[src/sv/ncc_pkg.sv]
// package for the newton cubic curve point generator
// holds the coefficient types, field widths and shared constants
// no dependencies
package ncc_pkg;

    // default number of parameter steps across one curve
    localparam int STEPS_DEFAULT = 10;

    // field widths
    localparam int COORD_W = 16;
    localparam int D1_W    = 17;
    localparam int DD2_W   = 18;
    localparam int F3_W    = 33;

    // parameter span 0..3 in q16, doubled for rounding of the step table
    localparam int SPAN2 = 2 * 3 * 65536;

    // per-axis coefficients handed from front to back
    typedef struct packed {
        logic signed [COORD_W-1:0] p0;
        logic signed [D1_W-1:0]    d1;
        logic signed [DD2_W-1:0]   dd2;
        logic signed [F3_W-1:0]    f3;
    } axis_coef_t;

    typedef struct packed {
        axis_coef_t x;
        axis_coef_t y;
    } coef_t;

    // queue status seen by both sides
    typedef struct packed {
        logic full;
        logic empty;
    } q_stat_t;

endpackage

[src/sv/ncc_queue.sv]
// two-entry coefficient queue between front end and evaluator
// depends on ncc_pkg
module ncc_queue (
    input  logic              clk,
    input  logic              rst_n,
    input  logic              push,
    input  ncc_pkg::coef_t    push_data,
    input  logic              pop,
    output ncc_pkg::coef_t    pop_data,
    output ncc_pkg::q_stat_t  stat
);

    localparam int Q_DEPTH = 2;
    localparam int PTR_W   = $clog2(Q_DEPTH);
    localparam int CNT_W   = $clog2(Q_DEPTH + 1);

    ncc_pkg::coef_t   entry_reg [Q_DEPTH];
    logic [PTR_W-1:0] wr_ptr_reg;
    logic [PTR_W-1:0] rd_ptr_reg;
    logic [CNT_W-1:0] cnt_reg;
    logic [PTR_W-1:0] wr_ptr_next;
    logic [PTR_W-1:0] rd_ptr_next;
    logic [CNT_W-1:0] cnt_next;

    assign stat.full  = (cnt_reg == CNT_W'(Q_DEPTH));
    assign stat.empty = (cnt_reg == '0);
    assign pop_data   = entry_reg[rd_ptr_reg];

    // pointer and fill count update
    always_comb begin
        wr_ptr_next = push ? wr_ptr_reg + 1'b1 : wr_ptr_reg;
        rd_ptr_next = pop  ? rd_ptr_reg + 1'b1 : rd_ptr_reg;
        cnt_next    = cnt_reg;
        if (push && !pop) begin
            cnt_next = cnt_reg + 1'b1;
        end
        else if (pop && !push) begin
            cnt_next = cnt_reg - 1'b1;
        end
    end

    always_ff @(posedge clk or negedge rst_n) begin
        if (!rst_n) begin
            wr_ptr_reg <= '0;
            rd_ptr_reg <= '0;
            cnt_reg    <= '0;
        end
        else begin
            wr_ptr_reg <= wr_ptr_next;
            rd_ptr_reg <= rd_ptr_next;
            cnt_reg    <= cnt_next;
        end
    end

    // entry storage
    always_ff @(posedge clk) begin
        if (push) begin
            entry_reg[wr_ptr_reg] <= push_data;
        end
    end

    a_no_push_full: assert property (@(posedge clk) disable iff (!rst_n)
        push |-> !stat.full)
        else $error("queue written while full");

    a_no_pop_empty: assert property (@(posedge clk) disable iff (!rst_n)
        pop |-> !stat.empty)
        else $error("queue read while empty");

    a_cnt_range: assert property (@(posedge clk) disable iff (!rst_n)
        cnt_reg <= CNT_W'(Q_DEPTH))
        else $error("queue fill count out of range");

endmodule

[config.mk]
export PLATFORM = sky130hd
export DESIGN_NAME = ncc_queue
export DESIGN_NICKNAME = d
export VERILOG_FILES = /design/src/sv/ncc_pkg.sv /design/src/sv/ncc_queue.sv
export SDC_FILE = /design/constraint.sdc
export NUM_CORES = 1
export LEC_CHECK = 0
export ABC_AREA = 1
export BUFFER_PORTS_ARGS = -buffer_cell sky130_fd_sc_hd__buf_2
export CAP_MARGIN = 0
export CORE_MARGIN = 2
export CORE_UTILIZATION = 30
export CTS_CLUSTER_SIZE = 8
export DETAILED_ROUTE_END_ITERATION = 8
export SYNTH_ARGS = -nofsm -noshare
export SYNTH_HDL_FRONTEND = slang
export SYNTH_SLANG_ARGS = --single-unit
[constraint.sdc]
create_clock -name clk -period 12.2 [get_ports clk]
set_input_delay 0.61 -clock clk [delete_from_list [all_inputs] [get_ports clk]]
set_output_delay 0.61 -clock clk [all_outputs]
set_load 0.02 [all_outputs]
==> reports/qor.yml <==
ys_warn_count: 0
min_path_cells: 1
r2r_slack_ns: 9.37
h-tree-depth: 2
syn-mean-instance-area_sq_um: 23.3
period_share: 0.330
leakagePower_nw: 6.39
largest_register_ffs: 336
drt-total-wl_mm: 25.6
ant_nets: 0
worstHoldStart: "push_data[162]"
clockRootBuffer: "clkbuf_16"
numClockSinks: 340
rr_worst_depth: 3
yosysTopAreaCellShare: 0.791
cp.required_ns: 11.59
drive_above_1_share: 0.608
synth_top_cell_by_area: "edfxtp_1"
post_cts_buffers: 0
dp_hpwl_mm: 17.1
fin_skew_ns: 0.0102
p_total_mw: 4.06
status: "finished clean"
grt_max_degree: 62
period_minus_slack_ns: 4.03
die_width_um: 210
antenna_found_initial: 8
peakVddDrop_v: 0.000136
clkLatencyLatePin_ns: 0.54
dp_worst_setup_slack_ns: 8.66
drt_first_iter_violations: 266
tightestPinTransition_ns: 0.942
grtUsageTotal: 0.113
gp_congestion: 0.704
rows: 75
path_clk_slew_ns: 0.05
grt_pass1_wl_mm: 37.9
critPathBufInv: 3
r2r-start: "wr_ptr_reg$_DFFE_PN0P_"
hp-class: "in -> reg"
synth_cell_types: 14
core-area_sq_mm: 0.0419
tns_ns: 0
start_util: 0.304
rsz0062_at_grt: "no"
drt-pass1-iter-count: 4
cp_cell_sequence: "buf_4, buf_4, mux2_2, buf_2"
die_h_um: 210
synth_fp_nets: 721
crit_path_end_kind: "output port"
synth-seq-area-share: 0.799
drc: 0
crit_slowest_cell: "buf_4"
max_freq_ghz: 0.248
finalHoldViolCount: 0
syn-cell-area_sq_mm: 0.0127
clockBufferDepth: 3
ys_seq_elements: 340
finish.utilization: 0.389
cp_slowest_stage_delay_ns: 0.83
maxCapViolCount: 0
critPathLaunchType: "flop"
grt_pass1_vias: 6794
crit_family: "buffers and inverters"
setup_viol: 0
netlist_top_cells_area: "edfxtp_1 79%, mux2_4 12%, mux2_2 5.9%"
cts_tree: "yes"
slew-limit-headroom: 0.372
holdPathEnd: "entry_reg[0][162]$_DFFE_PP_"
p_per_area_mw_per_mm2: 249
grt.overflow.total: 0
fin_ws_ns: 8.17
syn-instance-count: 548
final_nets: 1102
seqCellArea_sq_mm: 0.0102
cp_data_arrival_time_ns: 3.42
vias: 6367
numPortBuffers: 341
crit_top_cell: "buf_4"
design.die.area_sq_mm: 0.0442
via_per_inst: 4.30
cts_buffers: 48
critPathKind: "reg -> out"
multi_input_area_sq_mm: 0.00236
area_delta_synth_final_pct: 28.1
fillers: 3844
wl_per_cell_um: 17.3
post_cts_resized: 0
top_level_ports: 342
slew_violations: 0
cp_max_fo: 51
cts-hold-fix-buffers: 1
rr_endpoint: "entry_reg[0][79]$_DFFE_PP_"
==> worst register-to-register path, delay by kind of cell (launching register included) <==
| kind | cells | cell delay (ns) |
|---|---|---|
| AND/OR/NAND/NOR | 1 | 0.58 |
| flip-flops | 1 | 0.42 |
| buffers and inverters | 2 | 1.40 |
==> power by group <==
part	total (mW)	leakage [nW]	switching (mW)	internal (mW)
Sequential	1.63	3.20	0.0765	1.55
Combinational	1.28	2.56	0.741	0.537
Clock	1.15	0.632	0.434	0.717
Total	4.06	6.39	1.25	2.81
==> worst max-delay path by stage <==
stage                                 startpoint                   endpoint  slack, ns  depth (start not counted)
after global routing      rd_ptr_reg$_DFFE_PN0P_               pop_data[20]       7.96                          4
after CTS                 rd_ptr_reg$_DFFE_PN0P_               pop_data[20]       8.03                          4
final                     rd_ptr_reg$_DFFE_PN0P_               pop_data[20]       8.17                          4
after global placement    rd_ptr_reg$_DFFE_PN0P_               pop_data[20]       8.68                          4
after floorplan                             push  entry_reg[0][0]$_DFFE_PP_       3.82                          2
after detailed placement  rd_ptr_reg$_DFFE_PN0P_               pop_data[20]       8.66                          4
==> cells in the mapped netlist <==
cell / instances
edfxtp_1: 336
mux2_4: 101
mux2_2: 67
buf_6: 14
inv_1: 7
buf_2: 5
nand2_1: 5
dfrtp_1: 4
nor2_1: 3
xor2_1: 2
ha_1: 1
nand3_1: 1
nand4_1: 1
xnor2_1: 1
==> per-stage QoR <==
step | hold WS, ns | cells | area (sq um)
after floorplan | 0.314 | 548 | 12700
after global placement | 0.424 | 1417 | 15000
after detailed placement | 0.422 | 1417 | 15000
after CTS | 0.198 | 1480 | 16300
after global routing | 0.201 | 1480 | 16300
final | 0.247 | 1481 | 16300
==> metal layers <==
metal / vias up / global-route usage / share of wire
li1: 2928 / - / -
met1: 3101 / 0.125 / 0.39
met2: 258 / 0.183 / 0.47
met3: 68 / 0.0606 / 0.11
met4: 12 / 0.0404 / 0.026
met5: - / 0 / 0.0031
==> layout by cell type (no fill, tap or decap), drive strengths merged <==
| master | synthesis | final |
|---|---|---|
| nor2 | 3 | 3 |
| inv | 7 | 9 |
| nand2 | 5 | 5 |
| nand4 | 1 | 1 |
| ha | 1 | 1 |
| buf | 19 | 349 |
| dfrtp | 4 | 4 |
| xor2 | 2 | 2 |
| dlygate4sd3 | 0 | 1 |
| edfxtp | 336 | 336 |
| nand3 | 1 | 1 |
| xnor2 | 1 | 1 |
| diode | 0 | 1 |
| clkbuf | 0 | 60 |
| mux2 | 168 | 168 |
==> kinds of logic (layout without fill, tap and decap cells) <==
logic type | Yosys count | count (layout) | synth area share
XOR/XNOR | 3 | 3 | 0.00206
adder cells (fa/ha/maj) | 1 | 1 | 0.000981
buffers and inverters | 26 | 419 | 0.0164
flip-flops | 340 | 340 | 0.799
multiplexers | 168 | 168 | 0.178
other | 0 | 1 | 0
AND/OR/NAND/NOR | 10 | 10 | 0.00324
==> layout make-up <==
cell class | instances | share of cell area
sequential | 340 | 0.624
tap | 539 | 0.0413
clock buffer | 60 | 0.0782
clock inverter | 2 | 0.00107
multi-input combinational | 182 | 0.144
antenna | 1 | 0.000153
inverter | 7 | 0.00192
timing repair buffer | 350 | 0.109
Note: power is estimated with default switching activity, not from simulation.
