<file path="config.mk">
export PLATFORM = sky130hd
export DESIGN_NAME = ncc_front
export DESIGN_NICKNAME = d
export VERILOG_FILES = /design/src/sv/ncc_pkg.sv /design/src/sv/ncc_front.sv
export SDC_FILE = /design/constraint.sdc
export NUM_CORES = 1
export LEC_CHECK = 0
export BUFFER_PORTS_ARGS = -buffer_cell sky130_fd_sc_hd__buf_2
export CAP_MARGIN = 5
export CORE_MARGIN = 2
export CORE_UTILIZATION = 62
export DETAILED_ROUTE_END_ITERATION = 10
export GPL_ROUTABILITY_DRIVEN = 1
export GPL_TIMING_DRIVEN = 1
export PLACE_DENSITY_LB_ADDON = 0.15
export SETUP_SLACK_MARGIN = 0.3
export SLEW_MARGIN = 20
export SYNTH_ARGS = -nofsm -noshare
export SYNTH_HDL_FRONTEND = slang
export SYNTH_SLANG_ARGS = --single-unit
</file>
<file path="constraint.sdc">
create_clock -name clk -period 9.3 [get_ports clk]
set_input_delay 0.465 -clock clk [delete_from_list [all_inputs] [get_ports clk]]
set_output_delay 0.465 -clock clk [all_outputs]
set_load 0.02 [all_outputs]
</file>
<file path="src/sv/ncc_pkg.sv">
// package for the newton cubic curve point generator
// holds the coefficient types, field widths and shared constants
// no dependencies
package ncc_pkg;

    // default number of parameter steps across one curve
    localparam int STEPS_DEFAULT = 10;

    // field widths
    localparam int COORD_W = 16;
    localparam int D1_W    = 17;
    localparam int DD2_W   = 18;
    localparam int F3_W    = 33;

    // parameter span 0..3 in q16, doubled for rounding of the step table
    localparam int SPAN2 = 2 * 3 * 65536;

    // per-axis coefficients handed from front to back
    typedef struct packed {
        logic signed [COORD_W-1:0] p0;
        logic signed [D1_W-1:0]    d1;
        logic signed [DD2_W-1:0]   dd2;
        logic signed [F3_W-1:0]    f3;
    } axis_coef_t;

    typedef struct packed {
        axis_coef_t x;
        axis_coef_t y;
    } coef_t;

    // queue status seen by both sides
    typedef struct packed {
        logic full;
        logic empty;
    } q_stat_t;

endpackage

</file>
<file path="src/sv/ncc_front.sv">
// front end: accepts control point transactions and forms divided differences
// depends on ncc_pkg; feeds ncc_queue
module ncc_front (
    input  logic                          clk,
    input  logic                          rst_n,
    input  logic                          in_valid,
    output logic                          in_stall,
    input  logic signed [15:0]            first_x,
    input  logic signed [15:0]            first_y,
    input  logic signed [15:0]            second_x,
    input  logic signed [15:0]            second_y,
    input  logic signed [15:0]            third_x,
    input  logic signed [15:0]            third_y,
    input  logic signed [15:0]            fourth_x,
    input  logic signed [15:0]            fourth_y,
    output logic                          push,
    output ncc_pkg::coef_t                push_data,
    input  ncc_pkg::q_stat_t              stat
);

    // divide-by-three constants: bias keeps the third difference positive
    localparam logic [19:0] RECIP3   = 20'd699051;
    localparam logic [19:0] DD3_BIAS = 20'd786432;
    localparam logic [18:0] Q_BIAS   = 19'd262144;

    typedef struct packed {
        logic signed [15:0] p0;
        logic signed [16:0] d1;
        logic signed [17:0] dd2;
        logic [19:0]        u;
        logic [39:0]        prod;
    } pre_t;

    // differences and reciprocal product for one axis
    function automatic pre_t pre_axis(input logic signed [15:0] p0,
                                      input logic signed [15:0] p1,
                                      input logic signed [15:0] p2,
                                      input logic signed [15:0] p3);
        logic signed [18:0] t2;
        logic signed [20:0] t3;
        logic [20:0]        u_w;
        pre_t               r;
        r.p0  = p0;
        r.d1  = 17'(p1) - 17'(p0);
        t2    = 19'(p2) + 19'(p0) - (19'(p1) <<< 1);
        r.dd2 = t2[17:0];
        t3    = 21'(p3) - 21'(p2) * 21'sd3 + 21'(p1) * 21'sd3 - 21'(p0);
        u_w   = 21'(t3) + {1'b0, DD3_BIAS};
        r.u   = u_w[19:0];
        r.prod = 40'(r.u) * 40'(RECIP3);
        return r;
    endfunction

    // q16 fraction left over by the remainder of the divide by three
    function automatic logic [14:0] third_frac(input logic [1:0] r);
        logic [14:0] f;
        unique case (r)
            2'd1:    f = 15'd10923;
            2'd2:    f = 15'd21845;
            default: f = 15'd0;
        endcase
        return f;
    endfunction

    // finish the third divided difference from the registered product
    function automatic ncc_pkg::axis_coef_t post_axis(input pre_t s);
        logic [18:0]        q;
        logic [19:0]        rem_w;
        logic signed [18:0] k;
        ncc_pkg::axis_coef_t c;
        q      = s.prod[39:21];
        rem_w  = s.u - 20'(q) * 20'd3;
        k      = signed'(q - Q_BIAS);
        c.p0   = s.p0;
        c.d1   = s.d1;
        c.dd2  = s.dd2;
        c.f3   = (33'(k) <<< 15) + 33'(third_frac(rem_w[1:0]));
        return c;
    endfunction

    logic s1_valid_reg;
    logic s1_valid_next;
    pre_t s1_x_reg;
    pre_t s1_y_reg;

    // hold the transaction while the queue is full
    assign in_stall = s1_valid_reg && stat.full;
    assign push     = s1_valid_reg && !stat.full;

    assign s1_valid_next = in_stall ? s1_valid_reg : in_valid;

    always_ff @(posedge clk or negedge rst_n) begin
        if (!rst_n) begin
            s1_valid_reg <= 1'b0;
        end
        else begin
            s1_valid_reg <= s1_valid_next;
        end
    end

    // payload stage: differences and multiply
    always_ff @(posedge clk) begin
        if (!in_stall && in_valid) begin
            s1_x_reg <= pre_axis(first_x, second_x, third_x, fourth_x);
            s1_y_reg <= pre_axis(first_y, second_y, third_y, fourth_y);
        end
    end

    assign push_data.x = post_axis(s1_x_reg);
    assign push_data.y = post_axis(s1_y_reg);

endmodule

</file>
==> results.py <==
metrics = {
    "outcome": {
        "status": "finished with violations",
        "violations": "setup timing",
    },
    "setup_path": {
        "reg2reg_slack_ns": 6.65,
        "cp_max_fo": 4,
        "slowest_stage": "fa_2",
        "max_stage_delay_ns": 0.60,
        "critPathArrivalTime_ns": 9.96,
        "cp.required_ns": 9.55,
        "critical_path.top_delay_family": "adder cells",
        "worst_setup_path_start_kind": "input port",
        "cp_common_cell": "fa_1",
        "crit_path_end_kind": "register",
        "crit_buf_inv": 9,
        "path_class": "input port to register",
    },
    "drt": {
        "vias": 20200,
        "first_pass_iters": 5,
        "drcViolationCount": 0,
        "first_iter_violations": 972,
        "wire_per_inst_um": 17.5,
        "postRouteAntennaNets": 0,
        "drt_wl_total_mm": 68.0,
        "vias_per_cell": 5.20,
    },
    "clock_network": {
        "clock_latency_ns": 0.50,
        "tritoncts": "yes",
        "cts.sinks": 143,
        "clockBufferDepth": 2,
        "cts_htree_levels": 4,
        "root_buffer": "clkbuf_16",
        "cts_buffers": 17,
        "clk_pin_slew_ns": 0.07,
    },
    "floorplan": {
        "design.core.area_um2": 45400,
        "ios": 303,
        "die_w_um": 219,
        "initial_core_util": 0.629,
        "row_count": 78,
        "die_h_um": 219,
        "dieArea_um2": 47700,
    },
    "timing": {
        "rsz0062_at_grt": "true",
        "fin_crit_ns": 9.71,
        "fin_ws_ns": -0.411,
        "skew_ns": 0.0130,
        "tightest_slew_ns": 1.12,
        "max_freq_mhz": 103,
        "slew_headroom": 0.244,
        "slew_violations": 0,
        "setup_viol": 16,
        "hold_viol_final": 0,
        "finalCritPeriodShare": 1.04,
        "setup_tns_ns": -2.91,
    },
    "place": {
        "place_ws_ns": -1.07,
        "dp_hpwl_mm": 58.0,
        "place.gp.congestion": 0.970,
        "port_buffers": 301,
        "placed_area_um2": 32600,
    },
    "logic_synthesis": {
        "async_flop_share": 0.00699,
        "synth_edf_count": 142,
        "synth_area_leaders": "fa_1 31%, ha_1 25%, edfxtp_1 15%",
        "synth_ff_type": "edfxtp_1",
        "syn_area_um2": 28500,
        "synthDistinctLibCells": 64,
        "netlist.area_leader.share": 0.308,
        "netlist_instances": 2712,
        "yosysSeqAreaShare": 0.150,
        "synth.avg_cell_area_um2": 10.5,
        "synth_top_area_cell": "fa_1",
        "syn_nets": 3861,
        "ys_seq_elements": 143,
        "ys_warn_count": 0,
    },
    "cells_and_area": {
        "final_common_cell": "inv_1",
        "final_cell_mix": "706 x inv_1, 523 x ha_1, 420 x fa_1",
        "syn_to_final_growth_pct": 21.9,
        "drive_gt1_frac": 0.287,
        "largest_reg_flops": 102,
        "fillers": 3100,
        "design_area_um2": 34800,
        "fin_nets": 4416,
    },
    "grt": {
        "grt_first_pass_wirelength_mm": 111,
        "antenna_found_initial": 4,
        "overflow": 0,
        "grt_use_total": 0.300,
        "grt_pass1_vias": 21900,
        "grt_max_degree": 77,
    },
    "min_path": {
        "min_path_type": "input port to register",
    },
    "flow_run": {
        "cap_violations": 0,
    },
}
==> per-layer routing <==
metal,GRT usage,vias up,wire length (um),part of all wire
met5,0,-,0,0
met1,0.422,9974,30100,0.44
met4,0.0832,0,1290,0.019
li1,-,9646,-,-
met3,0.0444,70,3760,0.055
met2,0.487,520,32800,0.48
==> path summary, 6_finish.rpt <==
kind | from | depth (start not counted) | to
setup / recovery | second_y[2] | 42 | s1_y_reg[36]
hold / removal | in_valid | 2 | s1_valid_reg
setup reg to reg | s1_valid_reg | 4 | s1_x_reg[41]
hold reg to reg | s1_valid_reg | 2 | s1_valid_reg
max in group asynchronous | rst_n | 2 | s1_valid_reg
min in group asynchronous | rst_n | 2 | s1_valid_reg
==> cell type report <==
cell class                      instances  area [um^2]  share of cell area
Multi-Input combinational cell       1688        21800               0.627
Timing Repair Buffer                  698         4630               0.133
Sequential cell                       143         4290               0.123
Inverter                              719         2700              0.0776
Tap cell                              600          751              0.0216
Clock buffer                           17          425              0.0122
Clock inverter                         15          160             0.00461
Antenna cell                            4         10.0            0.000288
==> synthesized netlist by cell type (all sizes together) (5+ instances only) <==
| library cell | n |
|---|---|
| xor2 | 37 |
| nor2b | 17 |
| and2 | 9 |
| and3 | 10 |
| a21boi | 13 |
| o211ai | 5 |
| nor2 | 87 |
| nand2b | 11 |
| or3 | 11 |
| a211oi | 11 |
| a21oi | 62 |
| nand3 | 24 |
| o21ai | 62 |
| edfxtp | 142 |
| nor3 | 30 |
| fa | 439 |
| nand4 | 14 |
| inv | 719 |
| a21o | 31 |
| or2 | 6 |
| o21a | 16 |
| nand2 | 43 |
| xnor2 | 97 |
| ha | 577 |
| o31ai | 9 |
| buf | 162 |
| a31oi | 10 |
| o21bai | 8 |
==> logic make-up after synthesis <==
kind of cell             Yosys count  share of synthesized area
adder cells (fa/ha/maj)         1016                      0.561
buffers and inverters            881                      0.137
AND/OR/NAND/NOR                  276                     0.0477
AO/OA/AOI/OAI                    261                     0.0616
flip-flops                       143                      0.150
XOR/XNOR                         135                     0.0419
==> repair_timing <==
item / 4_1_cts / 5_1_grt
endpoints found under the setup margin: 36 / 36
pin swaps: 90 / 97
gates cloned: 0 / 0
hold buffers: 1 / 0
setup buffers: 36 / 20
endpoints found under the hold margin: 1 / 0
gates resized for setup: 97 / 108
==> per-stage QoR <==
step	hold slack [ns]	utilization	instances
after floorplan	0.169	-	2712
after global placement	0.239	0.717	3791
after detailed placement	0.243	0.717	3791
after CTS	0.155	0.747	3860
after global routing	0.164	0.766	3884
final	0.175	0.766	3884
Power is not shown: default switching activity piles up to over one toggle a cycle in this logic, so the estimate is an artifact.
